`src/gln_pkg.sv`:
```
// package: shared types and character constants of the g-code line normalizer
`default_nettype none

package gln_pkg;

  localparam int unsigned MAX_LINE_LEN_DEF = 256;

  // line status codes
  typedef enum logic [1:0] {
    ST_OK       = 2'd0,
    ST_TOO_LONG = 2'd1,
    ST_NESTED   = 2'd2,
    ST_UNCLOSED = 2'd3
  } status_t;

  // characters that steer the scan
  localparam logic [7:0] CH_SEMI   = 8'h3B;
  localparam logic [7:0] CH_SLASH  = 8'h2F;
  localparam logic [7:0] CH_LPAR   = 8'h28;
  localparam logic [7:0] CH_RPAR   = 8'h29;
  localparam logic [7:0] CH_SPACE  = 8'h20;
  localparam logic [7:0] CH_TAB    = 8'h09;
  localparam logic [7:0] CH_CR     = 8'h0D;
  localparam logic [7:0] UPPER_LO  = 8'd64;
  localparam logic [7:0] UPPER_HI  = 8'd91;
  localparam logic [7:0] CH_UP_A   = UPPER_LO + 8'd1;
  localparam logic [7:0] CH_UP_Z   = UPPER_HI - 8'd1;
  localparam logic [7:0] CASE_OFS  = 8'd32;

  // per-line scan flags, the counter is kept apart since its width is a parameter
  typedef struct packed {
    logic    paren;
    logic    rest;
    logic    slash;
    status_t err;
  } line_state_t;

  // one result item
  typedef struct packed {
    logic [7:0] out_char;
    logic       out_valid;
    logic       done_res;
    status_t    status;
  } result_t;

endpackage

`default_nettype wire

```
`src/gln_if.sv`:
```
// interfaces: byte input channel and result channel
`default_nettype none

interface gln_in_if;
  logic       valid;
  logic       ready;
  logic [7:0] ch;
  logic       line_end;

  modport source (output valid, output ch, output line_end, input ready);
  modport sink   (input valid, input ch, input line_end, output ready);
endinterface

interface gln_out_if import gln_pkg::*; ();
  logic       valid;
  logic       ready;
  logic [7:0] out_char;
  logic       out_valid;
  logic       done_res;
  status_t    status;

  modport source (output valid, output out_char, output out_valid, output done_res,
                  output status, input ready);
  modport sink   (input valid, input out_char, input out_valid, input done_res,
                  input status, output ready);
endinterface

`default_nettype wire

```
`src/gln_step.sv`:
```
// next-state and result logic for one line byte or line end
`default_nettype none

module gln_step import gln_pkg::*; #(
  parameter int unsigned MAX_LINE_LEN = MAX_LINE_LEN_DEF,
  localparam int unsigned CNT_W = $clog2(MAX_LINE_LEN)
) (
  input  wire line_state_t      st,
  input  wire logic [CNT_W-1:0] cnt,
  input  wire logic [7:0]       ch,
  input  wire logic             line_end,
  output line_state_t           st_nxt,
  output logic [CNT_W-1:0]      cnt_nxt,
  output result_t               res
);

  localparam logic [CNT_W-1:0] CNT_LIMIT = CNT_W'(MAX_LINE_LEN - 1);

  logic       rest;
  logic       append;
  logic [7:0] oc;

  always_comb begin
    st_nxt  = st;
    cnt_nxt = cnt;
    res     = '0;
    rest    = 1'b0;
    append  = 1'b0;
    oc      = ch;
    if (line_end) begin
      res.done_res = 1'b1;
      res.status   = (st.err == ST_OK && st.paren) ? ST_UNCLOSED : st.err;
      st_nxt       = '0;
      cnt_nxt      = '0;
    end else if (st.err != ST_OK) begin
      res.status = st.err;
    end else begin
      st_nxt.slash = (ch == CH_SLASH);
      if (cnt >= CNT_LIMIT) begin
        st_nxt.err = ST_TOO_LONG;
        res.status = ST_TOO_LONG;
      end else begin
        rest = st.rest || (!st.paren && (ch == CH_SEMI || (ch == CH_SLASH && st.slash)));
        st_nxt.rest = rest;
        if (rest) begin
          append = 1'b1;
        end else if (st.paren) begin
          if (ch == CH_RPAR) begin
            st_nxt.paren = 1'b0;
            append       = 1'b1;
          end else if (ch == CH_LPAR) begin
            st_nxt.err = ST_NESTED;
          end else begin
            append = 1'b1;
          end
        end else if (ch inside {CH_SPACE, CH_TAB, CH_CR}) begin
          append = 1'b0;
        end else if (ch inside {[CH_UP_A:CH_UP_Z]}) begin
          oc     = ch + CASE_OFS;
          append = 1'b1;
        end else if (ch == CH_LPAR) begin
          st_nxt.paren = 1'b1;
          append       = 1'b1;
        end else begin
          append = 1'b1;
        end
        if (append) begin
          cnt_nxt       = cnt + CNT_W'(1);
          res.out_char  = oc;
          res.out_valid = 1'b1;
        end
        res.status = st_nxt.err;
      end
    end
  end

endmodule

`default_nettype wire

```
`src/gcode_line_normalizer.sv`:
```
// top level: g-code line normalizer with input and result register stages
`default_nettype none

// Normalizes a G-code line one byte per transfer and answers every input
// transfer with exactly one result transfer, in order. Outside comments it
// drops space, tab and CR, lowers A-Z and copies everything else; "(...)"
// and rest-of-line comments opened by ';' or "//" pass literally. A nested
// '(' or a line reaching MAX_LINE_LEN-1 appended bytes raises an error that
// silences output until the line-end transfer, which reports the first error
// (or an unclosed parenthesis comment) and clears the line state. Throughput
// is one byte per clock while out_res.ready does not stall the result; each
// item passes the input register and then the result register, with the
// scan flags and the byte counter updated as an item moves between them.
// in_ch.ready follows out_res.ready combinationally through both stages, so a
// stalled result still leaves room for one more byte in the input register.

module gcode_line_normalizer import gln_pkg::*; #(
  parameter int unsigned MAX_LINE_LEN = MAX_LINE_LEN_DEF
) (
  input  wire logic  clk,
  input  wire logic  rst_n,
  gln_in_if.sink     in_ch,
  gln_out_if.source  out_res
);

  localparam int unsigned CNT_W = $clog2(MAX_LINE_LEN);

  // input register stage
  logic             s1_valid_r;
  logic [7:0]       s1_ch_r;
  logic             s1_end_r;

  // line state, advanced when an item leaves the input register
  line_state_t      st_r;
  line_state_t      st_nxt;
  logic [CNT_W-1:0] cnt_r;
  logic [CNT_W-1:0] cnt_nxt;

  // result register stage
  logic             s2_valid_r;
  result_t          s2_res_r;
  result_t          res;

  logic             s2_load;
  logic             s1_adv;
  logic             s1_load;

  // result register can take a new value when empty or being drained
  assign s2_load = !s2_valid_r || out_res.ready;
  assign s1_adv  = s1_valid_r && s2_load;
  assign s1_load = !s1_valid_r || s2_load;

  assign in_ch.ready = s1_load;

  gln_step #(
    .MAX_LINE_LEN (MAX_LINE_LEN)
  ) u_step (
    .st       (st_r),
    .cnt      (cnt_r),
    .ch       (s1_ch_r),
    .line_end (s1_end_r),
    .st_nxt   (st_nxt),
    .cnt_nxt  (cnt_nxt),
    .res      (res)
  );

  // input stage
  always_ff @(posedge clk) begin
    if (!rst_n) begin
      s1_valid_r <= 1'b0;
    end else if (s1_load) begin
      s1_valid_r <= in_ch.valid;
    end
    if (s1_load && in_ch.valid) begin
      s1_ch_r  <= in_ch.ch;
      s1_end_r <= in_ch.line_end;
    end
  end

  // line state follows each item as it is processed
  always_ff @(posedge clk) begin
    if (!rst_n) begin
      st_r  <= '0;
      cnt_r <= '0;
    end else if (s1_adv) begin
      st_r  <= st_nxt;
      cnt_r <= cnt_nxt;
    end
  end

  // result stage
  always_ff @(posedge clk) begin
    if (!rst_n) begin
      s2_valid_r <= 1'b0;
    end else if (s2_load) begin
      s2_valid_r <= s1_valid_r;
    end
    if (s1_adv) begin
      s2_res_r <= res;
    end
  end

  assign out_res.valid     = s2_valid_r;
  assign out_res.out_char  = s2_res_r.out_char;
  assign out_res.out_valid = s2_res_r.out_valid;
  assign out_res.done_res  = s2_res_r.done_res;
  assign out_res.status    = s2_res_r.status;

endmodule

`default_nettype wire

```
`src/flat_wrapper.sv`:
```
// flat-port wrapper written by rule: the top's interface ports become plain ports
module gcode_line_normalizer_flat import gln_pkg::*;
#(
  parameter int unsigned MAX_LINE_LEN = MAX_LINE_LEN_DEF
)
  (clk, rst_n, in_ch_valid, in_ch_ch, in_ch_line_end, in_ch_ready, out_res_valid, out_res_out_char, out_res_out_valid, out_res_done_res, out_res_status, out_res_ready);
  gln_in_if in_ch_i ();
  gln_out_if out_res_i ();
  input  wire logic clk;
  input  wire logic rst_n;
  input wire logic [$bits(in_ch_i.valid)-1:0] in_ch_valid;
  input wire logic [$bits(in_ch_i.ch)-1:0] in_ch_ch;
  input wire logic [$bits(in_ch_i.line_end)-1:0] in_ch_line_end;
  output wire logic [$bits(in_ch_i.ready)-1:0] in_ch_ready;
  output wire logic [$bits(out_res_i.valid)-1:0] out_res_valid;
  output wire logic [$bits(out_res_i.out_char)-1:0] out_res_out_char;
  output wire logic [$bits(out_res_i.out_valid)-1:0] out_res_out_valid;
  output wire logic [$bits(out_res_i.done_res)-1:0] out_res_done_res;
  output wire logic [$bits(out_res_i.status)-1:0] out_res_status;
  input wire logic [$bits(out_res_i.ready)-1:0] out_res_ready;
  assign in_ch_i.valid = in_ch_valid;
  assign in_ch_i.ch = in_ch_ch;
  assign in_ch_i.line_end = in_ch_line_end;
  assign in_ch_ready = in_ch_i.ready;
  assign out_res_valid = out_res_i.valid;
  assign out_res_out_char = out_res_i.out_char;
  assign out_res_out_valid = out_res_i.out_valid;
  assign out_res_done_res = out_res_i.done_res;
  assign out_res_status = out_res_i.status;
  assign out_res_i.ready = out_res_ready;
  gcode_line_normalizer #(.MAX_LINE_LEN(MAX_LINE_LEN)) u_core (.clk(clk), .rst_n(rst_n), .in_ch(in_ch_i), .out_res(out_res_i));
endmodule
```
`config.mk`:
```
export PLATFORM = sky130hd
export DESIGN_NAME = gcode_line_normalizer_flat
export DESIGN_NICKNAME = d
export VERILOG_FILES = /design/src/gln_pkg.sv /design/src/gln_if.sv /design/src/gln_step.sv /design/src/gcode_line_normalizer.sv /design/src/flat_wrapper.sv
export SDC_FILE = /design/constraint.sdc
export NUM_CORES = 1
export LEC_CHECK = 0
export ABC_AREA = 1
export BUFFER_PORTS_ARGS = -buffer_cell sky130_fd_sc_hd__clkbuf_2
export CORE_MARGIN = 2
export CORE_UTILIZATION = 50
export CTS_BUF_LIST = sky130_fd_sc_hd__clkbuf_8
export DETAILED_ROUTE_END_ITERATION = 6
export GPL_ROUTABILITY_DRIVEN = 0
export PLACE_DENSITY_LB_ADDON = 0.05
export SLEW_MARGIN = 20
export SYNTH_ARGS = -nofsm -noshare
export SYNTH_HDL_FRONTEND = slang
export SYNTH_SLANG_ARGS = --single-unit
```
`constraint.sdc`:
```
create_clock -name clk -period 1.36 [get_ports clk]
set_input_delay 0.204 -clock clk [delete_from_list [all_inputs] [get_ports clk]]
set_output_delay 0.204 -clock clk [all_outputs]
set_load 0.1 [all_outputs]
```
==> results of run 1 <==
## worst max-delay path: cells and delay by family (launching register included)
family / cells / cell delay, ps
AO/OA/AOI/OAI: 1 / 140
buffers and inverters: 1 / 120
flip-flops: 1 / 440
AND/OR/NAND/NOR: 9 / 860
## kinds of logic after synthesis
logic type	Yosys count	synth area share
AND/OR/NAND/NOR	114	0.325
flip-flops	36	0.520
buffers and inverters	28	0.0636
AO/OA/AOI/OAI	20	0.0573
XOR/XNOR	4	0.0196
adder cells (fa/ha/maj)	2	0.0140
## flip-flops by register name, summed over array words and instances (netlist names), 2 cells and up
register,count
u_core.out_res.out_char,8
u_core.st_r,5
u_core.cnt_r,8
u_core.s1_ch_r,8
u_core.out_res.status,2
## cell usage in the layout, fill, tap and decap left out, types with 2 or more instances in the layout
| master | count |
|---|---|
| nand2_2 | 14 |
| nor2_4 | 2 |
| dfxtp_1 | 12 |
| edfxtp_1 | 21 |
| clkbuf_8 | 6 |
| nor3_1 | 3 |
| nor2_1 | 19 |
| clkinv_1 | 2 |
| dfxtp_2 | 2 |
| buf_4 | 45 |
| nand4_1 | 5 |
| buf_6 | 2 |
| inv_1 | 13 |
| buf_12 | 2 |
| nand3_2 | 6 |
| nand3_4 | 3 |
| a21oi_1 | 12 |
| clkbuf_2 | 12 |
| a21oi_2 | 4 |
| xor2_1 | 3 |
| nor2_2 | 6 |
| nand2_4 | 10 |
| nand3_1 | 17 |
| inv_2 | 10 |
| nand2_1 | 24 |
| nor3_2 | 2 |
## power by group through the flow
stage               sequential (mW)  combinational [mW]  clock (mW)
finish                         1.23               0.451       0.979
global route                   1.23               0.478        1.03
CTS                            1.23               0.425       0.984
detailed placement             1.25               0.393           0
global placement               1.25               0.385           0
floorplan                      1.38               0.140           0
## metrics by stage
stage | cell area (um2) | setup WS [ps] | cells | power [mW] | TNS, ps
global placement | 2250 | -202 | 301 | 1.63 | -3110
CTS | 2500 | -219 | 318 | 2.64 | -3840
detailed placement | 2250 | -269 | 301 | 1.64 | -4480
floorplan | 1820 | -98.9 | 204 | 1.52 | -1350
finish | 2630 | -285 | 319 | 2.66 | -5080
global route | 2630 | -395 | 319 | 2.74 | -7100
## final timing paths
kind | depth (start not counted) | to | slack [ps] | from
hold / removal | 1 | u_core.s1_ch_r[1] | 90 | in_ch_ch[1]
setup reg to reg | 11 | u_core.cnt_r[6] | -290 | u_core.s1_ch_r[0]
setup / recovery | 11 | u_core.cnt_r[6] | -290 | u_core.s1_ch_r[0]
hold reg to reg | 2 | u_core.st_r[2] | 470 | u_core.st_r[2]
## routing by layer
layer / part of all wire / wire [um]
met3: 0.056 / 252
met4: 0.025 / 112
met2: 0.50 / 2280
met5: 0 / 0
met1: 0.42 / 1890
## area by class of cell
cell class,count,share of cell area
multi-input cells,142,0.361
inverters,26,0.0400
clock buffers,6,0.0315
flip-flops and latches,36,0.357
repair buffers,61,0.175
well taps,46,0.0219
clock inverters,2,0.0129
## timing repair
item,in CTS,in global routing
resized for setup,24,25
endpoints found under the hold margin,0,0
endpoints found under the setup margin,21,23
cloned,2,0
pin swaps,14,15
buffers inserted,7,2
==> summary.md, run 1 <==
| Metric | Value |
|---|---|
| RSZ-0062 raised after global routing | true |
| I/O Pins | 27 |
| Pleak | 1.15 nW |
| Met3 Usage GRT | 0.0651 |
| EDFF count, synth | 21 |
| Port Buffers | 26 |
| CP Capture Type | register |
| Worst VDD drop | 857 uV |
| Util after Layout | 0.774 |
| Clock Power Share | 0.369 |
| DRC | 0 |
| Root Buffer | clkbuf_8 |
| Gr busiest metal | met2 |
| Switching Share | 0.274 |
| Starting Density | 0.528 |
| Multi-input combinational cell area | 948 um2 |
| Total of max-cap violations | 0 |
| Share of cells above drive strength 1 | 0.502 |
| Slew @ Worst Pin | 326 ps |
| Clock period minus worst slack | 1650 ps |
| Fmax | 608 MHz |
| CTS tree | done |
| Ant diodes | 0 |
| CTS sink cnt | 36 |
| Most common cell in the netlist | nand2_1 |
| Die Span Y | 63.8 um |
| Antenna Nets Post-Route | 0 |
| Largest net degree at the start of global routing | 15 |
| Pre-Repair DR Iteration Count | 6 |
| Max H-tree Level | 2 |
| Power Internal | 1.93 mW |
| Filler Cell Count | 239 |
| Crit-path slowest cell | edfxtp_1 |
| Layout area overhead | 46.7% |
| CP peak stage delay | 440 ps |
| Mapped cell area | 1790 um2 |
| Tcrit/Tclk final | 1.21 |
| Die Area | 4070 um2 |
| Top cells by area, synth | edfxtp_1 35%, dfxtp_1 17%, nand2_1 7.8% |
| Async S/R FF share, synth | 0 |
| Met2 Resource Use GR | 0.352 |
| Top cell type's share of synthesized area | 0.352 |
| Routed len/inst | 14.2 um |
| Chip Width | 63.8 um |
| Syn avg cell area | 8.77 um2 |
| Sequential Area | 937 um2 |
| YS warnings | 0 |
| Detail Placement HPWL | 2870 um |
| Worst hold path type | input pin to register |
| Post-synth top cells | 37 x nand2_1, 26 x nor2_1, 23 x nand3_1, 21 x edfxtp_1, 18 x inv_1 |
| Rel. slew slack | 0.783 |
| Worst-skew pair later-pin latency | 290 ps |
| Clock skew | 4.59 ps |
| Gate power share | 0.170 |
| Final WL | 4540 um |
| Core box area | 3390 um2 |
| Worst EP required | 1580 ps |
| Final hold slack | 85.3 ps |
| Antenna violations before repair | 0 |
| Critical path class | register to register |
| Final Hold Vio Count | 0 |
| Worst-path fanout max | 7 |
| Grt ovf | 0 |
| Sw power | 0.729 mW |
| PwrDens | 1010 nW/um2 |
| Setup violators final | 23 |
| Row cnt | 21 |
| Number of global-route vias before repair | 1585 |
| CP Data Arrival Time | 1860 ps |
| Post-synthesis sequential area ratio | 0.520 |
| Cts bufs inserted | 5 |
| Fin. max-slew vios | 0 |
| Biggest area consumer among synthesized cells | edfxtp_1 |
| Drt via density | 5.27 |
| Total global-route track usage | 0.221 |
| Status | finished, violations left |
| Seq pwr share | 0.462 |
| GRT met1 Usage | 0.283 |
| Violated checks | negative setup slack |
| Initial drt markers | 93 |
| Hold Buf Count CTS | 0 |
| #FFs+latches synth | 36 |
| First-pass GRT wire length | 6930 um |
| CP cell instances | inv_2 > nand2_4 > nor2_4 > nand2_2 > nand2_2 > nand2_2 > nand2_4 > nand3_4 > nand2_4 > nand3_1 > a21oi_1 |
| Nets | 287 |
| Setup crit start kind | register |
| Via count | 1680 |
| Gate Count Post-Synth | 204 |
| Clock Path Buffers | 2 |
| Main synth FF type | edfxtp_1 |
| Setup ws final | -285 ps |
| Mapped Nets | 219 |
| Post-synth cell types | 29 |
| Worst-path clk slew | 70 ps |
Note: power is estimated with default switching activity, not from simulation.
==> run 2, diff against run 1 <==
Settings changed: CORE_UTILIZATION 50 to 53.
==> summary.md, run 2 (synthesis gave the netlist of run 1 again) <==
| Metric | Value |
|---|---|
| Status | finished, violations left |
| Violated checks | negative setup slack |
| CP Data Arrival Time | 1800 ps (-60 ps) |
| Most frequent cells in the layout | 57 x buf_4, 27 x nand2_1, 23 x nor2_1, 21 x edfxtp_1, 17 x nand3_1 |
| Nets | 296 (+3.1%) |
| CTS tree | done |
| Grt ovf | 0 (unchanged) |
| Share of cells above drive strength 1 | 0.489 (-0.0125) |
| Switching Share | 0.299 (+0.0249) |
| Worst-path fanout max | 6 (-1) |
| Sw power | 0.725 mW (-0.59%) |
| Clock skew | 9.98 ps (+5.39 ps) |
| Chip Width | 62.1 um (-2.7%) |
| Tcrit/Tclk final | 1.30 (+0.0855) |
| RSZ-0062 raised after global routing | true |
| Worst-skew pair later-pin latency | 300 ps (about the same) |
| Layout area overhead | 45.0% |
| Max H-tree Level | 2 (unchanged) |
| First-pass GRT wire length | 7110 um (+2.5%) |
| Antenna Nets Post-Route | 0 (unchanged) |
| Critical path class | register to register |
| Largest net degree at the start of global routing | 15 (unchanged) |
| Clock period minus worst slack | 1760 ps (+116 ps) |
| Antenna violations before repair | 0 (unchanged) |
| Seq pwr share | 0.508 (+0.046) |
| CTS sink cnt | 36 (unchanged) |
| Setup ws final | -401 ps (-116 ps) |
| Routed len/inst | 13.6 um (-4.0%) |
| Root Buffer | clkbuf_8 |
| Power Internal | 1.70 mW (-12%) |
| Starting Density | 0.545 (+0.0169) |
| Rel. slew slack | 0.790 (+0.00783) |
| Core box area | 3280 um2 (-3.1%) |
| Detail Placement HPWL | 2830 um (-1.3%) |
| Number of global-route vias before repair | 1600 (+0.95%) |
| Final Hold Vio Count | 0 (unchanged) |
| Pleak | 1.16 nW (+0.86%) |
| Most common cell after layout, fill and taps aside | buf_4 |
| Total global-route track usage | 0.233 (+0.0122) |
| Clock Power Share | 0.304 (-0.065) |
| Setup violators final | 23 (unchanged) |
| Gate power share | 0.188 (+0.018) |
| Row cnt | 21 (unchanged) |
| Worst VDD drop | 633 uV (-26%) |
| Final hold slack | 75.5 ps (-9.86 ps) |
| Via count | 1693 (+0.77%) |
| Hold Buf Count CTS | 0 (unchanged) |
| Pre-Repair DR Iteration Count | 5 (-1) |
| Worst-path clk slew | 70 ps (about the same) |
| Fin. max-slew vios | 0 (unchanged) |
| Setup crit start kind | register |
| I/O Pins | 27 (unchanged) |
| PwrDens | 933 nW/um2 (-7.8%) |
| Die Area | 3860 um2 (-5.3%) |
| Worst hold path type | input pin to register |
| Filler Cell Count | 210 (-12%) |
| Port Buffers | 26 (unchanged) |
| Drt via density | 5.16 (-2.0%) |
| Cts bufs inserted | 5 (unchanged) |
| Total of max-cap violations | 0 (unchanged) |
| Worst EP required | 1400 ps (-180 ps) |
| Fmax | 568 MHz (-6.6%) |
| Slew @ Worst Pin | 312 ps (-13.7 ps) |
| Setup TNS Final | -7320 ps (-2240 ps) |
| CP Capture Type | register |
| DRC | 0 (unchanged) |
| Ant diodes | 0 (unchanged) |
| Final WL | 4480 um (-1.3%) |
| Initial drt markers | 80 (-14%) |
| Die Span Y | 62.1 um (-2.7%) |
| Clock Path Buffers | 2 (unchanged) |
-- run 2: worst max-delay path, stage by stage (launching register included) --
cell and delay [ps]:
edfxtp_1 450, inv_2 90, nand2_2 80, nor2_1 190
nand2_1 110, nand2_2 90, nand2_2 60, nand2_4 90
nand3_4 150, nand2_4 140, a21oi_1 50
-- run 2: area by class of cell --
cell class	count	area (um2)	share of cell area
Inverter	26	103	0.0395
Timing Repair Buffer	70	508	0.196
Multi-Input combinational cell	142	902	0.348
Tap cell	46	57.6	0.0222
Sequential cell	36	940	0.362
Clock buffer	5	68.8	0.0265
Clock inverter	3	16.3	0.00627
-- run 2: timing repair --
item,4_1_cts,5_1_grt
pin swaps,7,11
hold endpoints to repair,0,0
gates resized for setup,14,21
setup buffers,4,9
setup endpoints to repair,22,23
cloned,2,0
-- run 2: layer usage --
| metal | GRT usage | vias to the layer above | wire (um) |
|---|---|---|---|
| met4 | 0.100 | 0 | 106 |
| li1 | - | 838 | - |
| met2 | 0.390 | 63 | 2250 |
| met5 | 0 | - | 0 |
| met1 | 0.286 | 782 | 1870 |
| met3 | 0.0616 | 10 | 252 |
-- run 2: power by group through the flow --
stage	clock [mW]	sequential, mW	combinational [mW]
detailed placement	0	1.25	0.393
CTS	0.739	1.23	0.418
global placement	0	1.25	0.387
finish	0.736	1.23	0.456
global route	0.777	1.23	0.486
floorplan	0	1.38	0.140
-- run 2: worst paths after layout --
path,cells after the start,start,slack [ps],to
setup / recovery,10,u_core.s1_ch_r[6],-400,u_core.out_res.out_char[7]
hold / removal,1,in_ch_ch[4],80,u_core.s1_ch_r[4]
setup reg to reg,10,u_core.s1_ch_r[6],-400,u_core.out_res.out_char[7]
hold reg to reg,2,u_core.st_r[2],470,u_core.st_r[2]
-- run 2: stage by stage --
step | cell area (um2) | instances | setup slack [ps] | total power [mW] | utilization
2_1_floorplan | 1820 | 204 | -98.9 | 1.52 | -
3_3_place_gp | 2280 | 305 | -200 | 1.64 | 0.693
6_report | 2590 | 328 | -401 | 2.42 | 0.790
5_1_grt | 2590 | 328 | -446 | 2.50 | 0.790
3_5_place_dp | 2280 | 305 | -224 | 1.65 | 0.693
4_1_cts | 2450 | 319 | -272 | 2.39 | 0.747
==> run 3, diff against run 2 <==
Settings changed: ABC_AREA 1 to 0, CORE_UTILIZATION 53 to 52.
==> summary.md, run 3 <==
| Metric | Value |
|---|---|
| Status | finished, violations left |
| Violated checks | negative setup slack |
| Mapped cell area | 1690 um2 (-5.7%) |
| Initial drt markers | 92 (+15%) |
| Layout area overhead | 50.9% |
| Cts bufs inserted | 5 (unchanged) |
| Via count | 1510 (-11%) |
| Root Buffer | clkbuf_8 |
| DR WL met2 | 2090 um (-6.9%) |
| Clock Path Buffers | 2 (unchanged) |
| Async S/R FF share, synth | 0 (unchanged) |
| Top cells by area, synth | edfxtp_1 37%, dfxtp_1 18%, nand3_1 3.3% |
| Biggest area consumer among synthesized cells | edfxtp_1 |
| Drt via density | 5.45 (+5.6%) |
| Detail Placement HPWL | 2880 um (+1.8%) |
| Setup violators final | 23 (unchanged) |
| Chip Width | 61.0 um (-1.8%) |
| Ant diodes | 0 (unchanged) |
| Worst hold path type | input pin to register |
| Setup crit start kind | register |
| Slew @ Worst Pin | 549 ps (+236 ps) |
| Dpl cells | 265 (-13%) |
| Routed len/inst | 14.5 um (+5.9%) |
| WL met3 | 156 um (-38%) |
| Critical path class | register to register |
| Fin. max-slew vios | 0 (unchanged) |
| Power, Total | 2.91 mW (+20%) |
| Tcrit/Tclk final | 1.60 (+0.300) |
| Port Buffers | 26 (unchanged) |
| Worst EP required | 1590 ps (+190 ps) |
| Placement-stage cell area | 2280 um2 (about the same) |
| Most common cell in the netlist | edfxtp_1 |
| Mapped Nets | 170 (-22%) |
| Most common cell after layout, fill and taps aside | buf_4 |
| Worst-skew pair later-pin latency | 280 ps (-20 ps) |
| Worst-path fanout max | 14 (+8) |
| Row cnt | 20 (-4.8%) |
| Gate Count Post-Synth | 155 (-24%) |
| First-pass GRT wire length | 6460 um (-9.1%) |
| Pre-CTS setup slack | -866 ps (-642 ps) |
| CTS sink cnt | 36 (unchanged) |
| EDFF count, synth | 21 (unchanged) |
| Reg2Reg Setup Slack | -810 ps (-410 ps) |
| Final hold slack | 95.5 ps (+20.0 ps) |
| Clock period minus worst slack | 2170 ps (+408 ps) |
| Hold Path Stages | 1 (unchanged) |
| Max H-tree Level | 2 (unchanged) |
| Largest net degree at the start of global routing | 15 (unchanged) |
| Setup ws final | -809 ps (-408 ps) |
| Post-synth top cells | 21 x edfxtp_1, 15 x dfxtp_1, 11 x nand2_1, 11 x nand3_1, 10 x a21oi_1 |
| RSZ-0062 raised after global routing | true |
| Util after Layout | 0.828 (+0.0375) |
| Main synth FF type | edfxtp_1 |
| Die Area | 3720 um2 (-3.6%) |
| Antenna violations before repair | 0 (unchanged) |
| CP Data Arrival Time | 2400 ps (+600 ps) |
| Top cell type's share of synthesized area | 0.374 (+0.0212) |
| Most frequent cells in the layout | 56 x buf_4, 21 x edfxtp_1, 14 x dfxtp_1, 12 x clkbuf_2, 11 x nand3_1 |
| #FFs+latches synth | 36 (unchanged) |
| Non-filler cells, final | 277 (-16%) |
| Post-synth cell types | 44 (+52%) |
| Total of max-cap violations | 0 (unchanged) |
| Pre-Repair DR Iteration Count | 4 (-1) |
| Fin area | 2550 um2 (-1.8%) |
| DRC | 0 (unchanged) |
| Number of global-route vias before repair | 1496 (-6.5%) |
| I/O Pins | 27 (unchanged) |
| CP Capture Type | register |
| RR Startpoint | u_core.s1_ch_r[7] |
| Die Span Y | 61.0 um (-1.8%) |
| Worst Reg-to-Reg Cells | 6 (-4) |
| Final WL | 4000 um (-11%) |
| Antenna Nets Post-Route | 0 (unchanged) |
| Total global-route track usage | 0.242 (+0.00838) |
| PwrDens | 1140 nW/um2 (+22%) |
| Clock skew | 9.99 ps (+0.00663 ps) |
| Pleak | 1.04 nW (-10%) |
| Core box area | 3080 um2 (-6.3%) |
| Syn avg cell area | 10.9 um2 (+24%) |
| Beginning of the worst hold path | in_ch_line_end |
| M1 WL | 1740 um (-7.0%) |
| Worst VDD drop | 919 uV (+45%) |
| Final Hold Vio Count | 0 (unchanged) |
| Share of cells above drive strength 1 | 0.455 (-0.0344) |
| Setup TNS Final | -14850 ps (-7520 ps) |
| YS warnings | 0 (unchanged) |
| DR top layer | met4 |
| Fmax | 461 MHz (-19%) |
| Nets | 247 (-17%) |
| Starting Density | 0.548 (+0.00361) |
| Grt ovf | 0 (unchanged) |
| Rel. slew slack | 0.631 (-0.160) |
| Worst-path clk slew | 80 ps (about the same) |
| Reg-to-Reg End | u_core.cnt_r[6] |
| Post-synthesis sequential area ratio | 0.552 (+0.0312) |
| Worst Hold End | u_core.s1_end_r |
| CTS tree | done |
-- run 3: changes by cell type after synthesis, sizes merged, moves of 4 or more --
cell / delta
a21oi: -6
and2: +6
inv: -21
nand2: -36
nand3: -15
nand4: -4
nor2: -16
o31ai: +5
or4: +6
-- run 3: cells by family (layout without fill, tap and decap cells) --
logic type,Yosys count,count (layout),synth area share
simple gates,76,76,0.264
flops,36,36,0.552
compound gates,30,30,0.130
buf+inv,8,86,0.0230
fa+ha+maj,2,2,0.0148
mux,2,2,0.0119
xor+xnor,1,1,0.00519
-- run 3: worst max-delay path, stage by stage, from the launching register on --
cell      delay [ps]
edfxtp_1         410
or4b_4           540
a211oi_4         240
a211oi_4          80
buf_6            160
or4_1            540
a21oi_2          150
-- run 3: metal layers --
metal / up-vias / GRT usage
met5: - / 0
met4: 0 / 0.0652
met3: 2 / 0.0746
met1: 725 / 0.295
li1: 747 / -
met2: 36 / 0.415
-- run 3: worst max-delay path by stage --
stage,end,depth (start not counted),from,slack [ps]
floorplan,u_core.out_res.out_char[6],6,u_core.s1_ch_r[4],-950
global placement,u_core.out_res.out_char[0],5,u_core.s1_ch_r[7],-820
detailed placement,u_core.cnt_r[4],6,u_core.s1_ch_r[7],-870
CTS,u_core.cnt_r[4],6,u_core.s1_ch_r[7],-800
global route,u_core.cnt_r[6],6,u_core.s1_ch_r[6],-870
finish,u_core.cnt_r[6],6,u_core.s1_ch_r[7],-810
-- run 3: area by class of cell --
type	instances	area (um2)
inverters	4	15.0
flip-flops and latches	36	935
fillers	192	531
clock buffers	5	68.8
well taps	44	55.1
multi-input cells	111	827
repair buffers	74	557
clock inverters	3	90.1
-- run 3: power by group --
part	switching [mW]	internal, mW	leakage [nW]
Clock	0.376	0.917	0.0784
Combinational	0.253	0.151	0.636
Sequential	0.0173	1.19	0.327
Total	0.647	2.26	1.04
-- run 3: repair_timing --
item | in CTS | in global routing
endpoints found under the setup margin | 23 | 33
cloned | 0 | 0
hold buffers | 0 | 0
resized for setup | 14 | 6
pin swaps | 8 | 7
setup buffers | 1 | 3
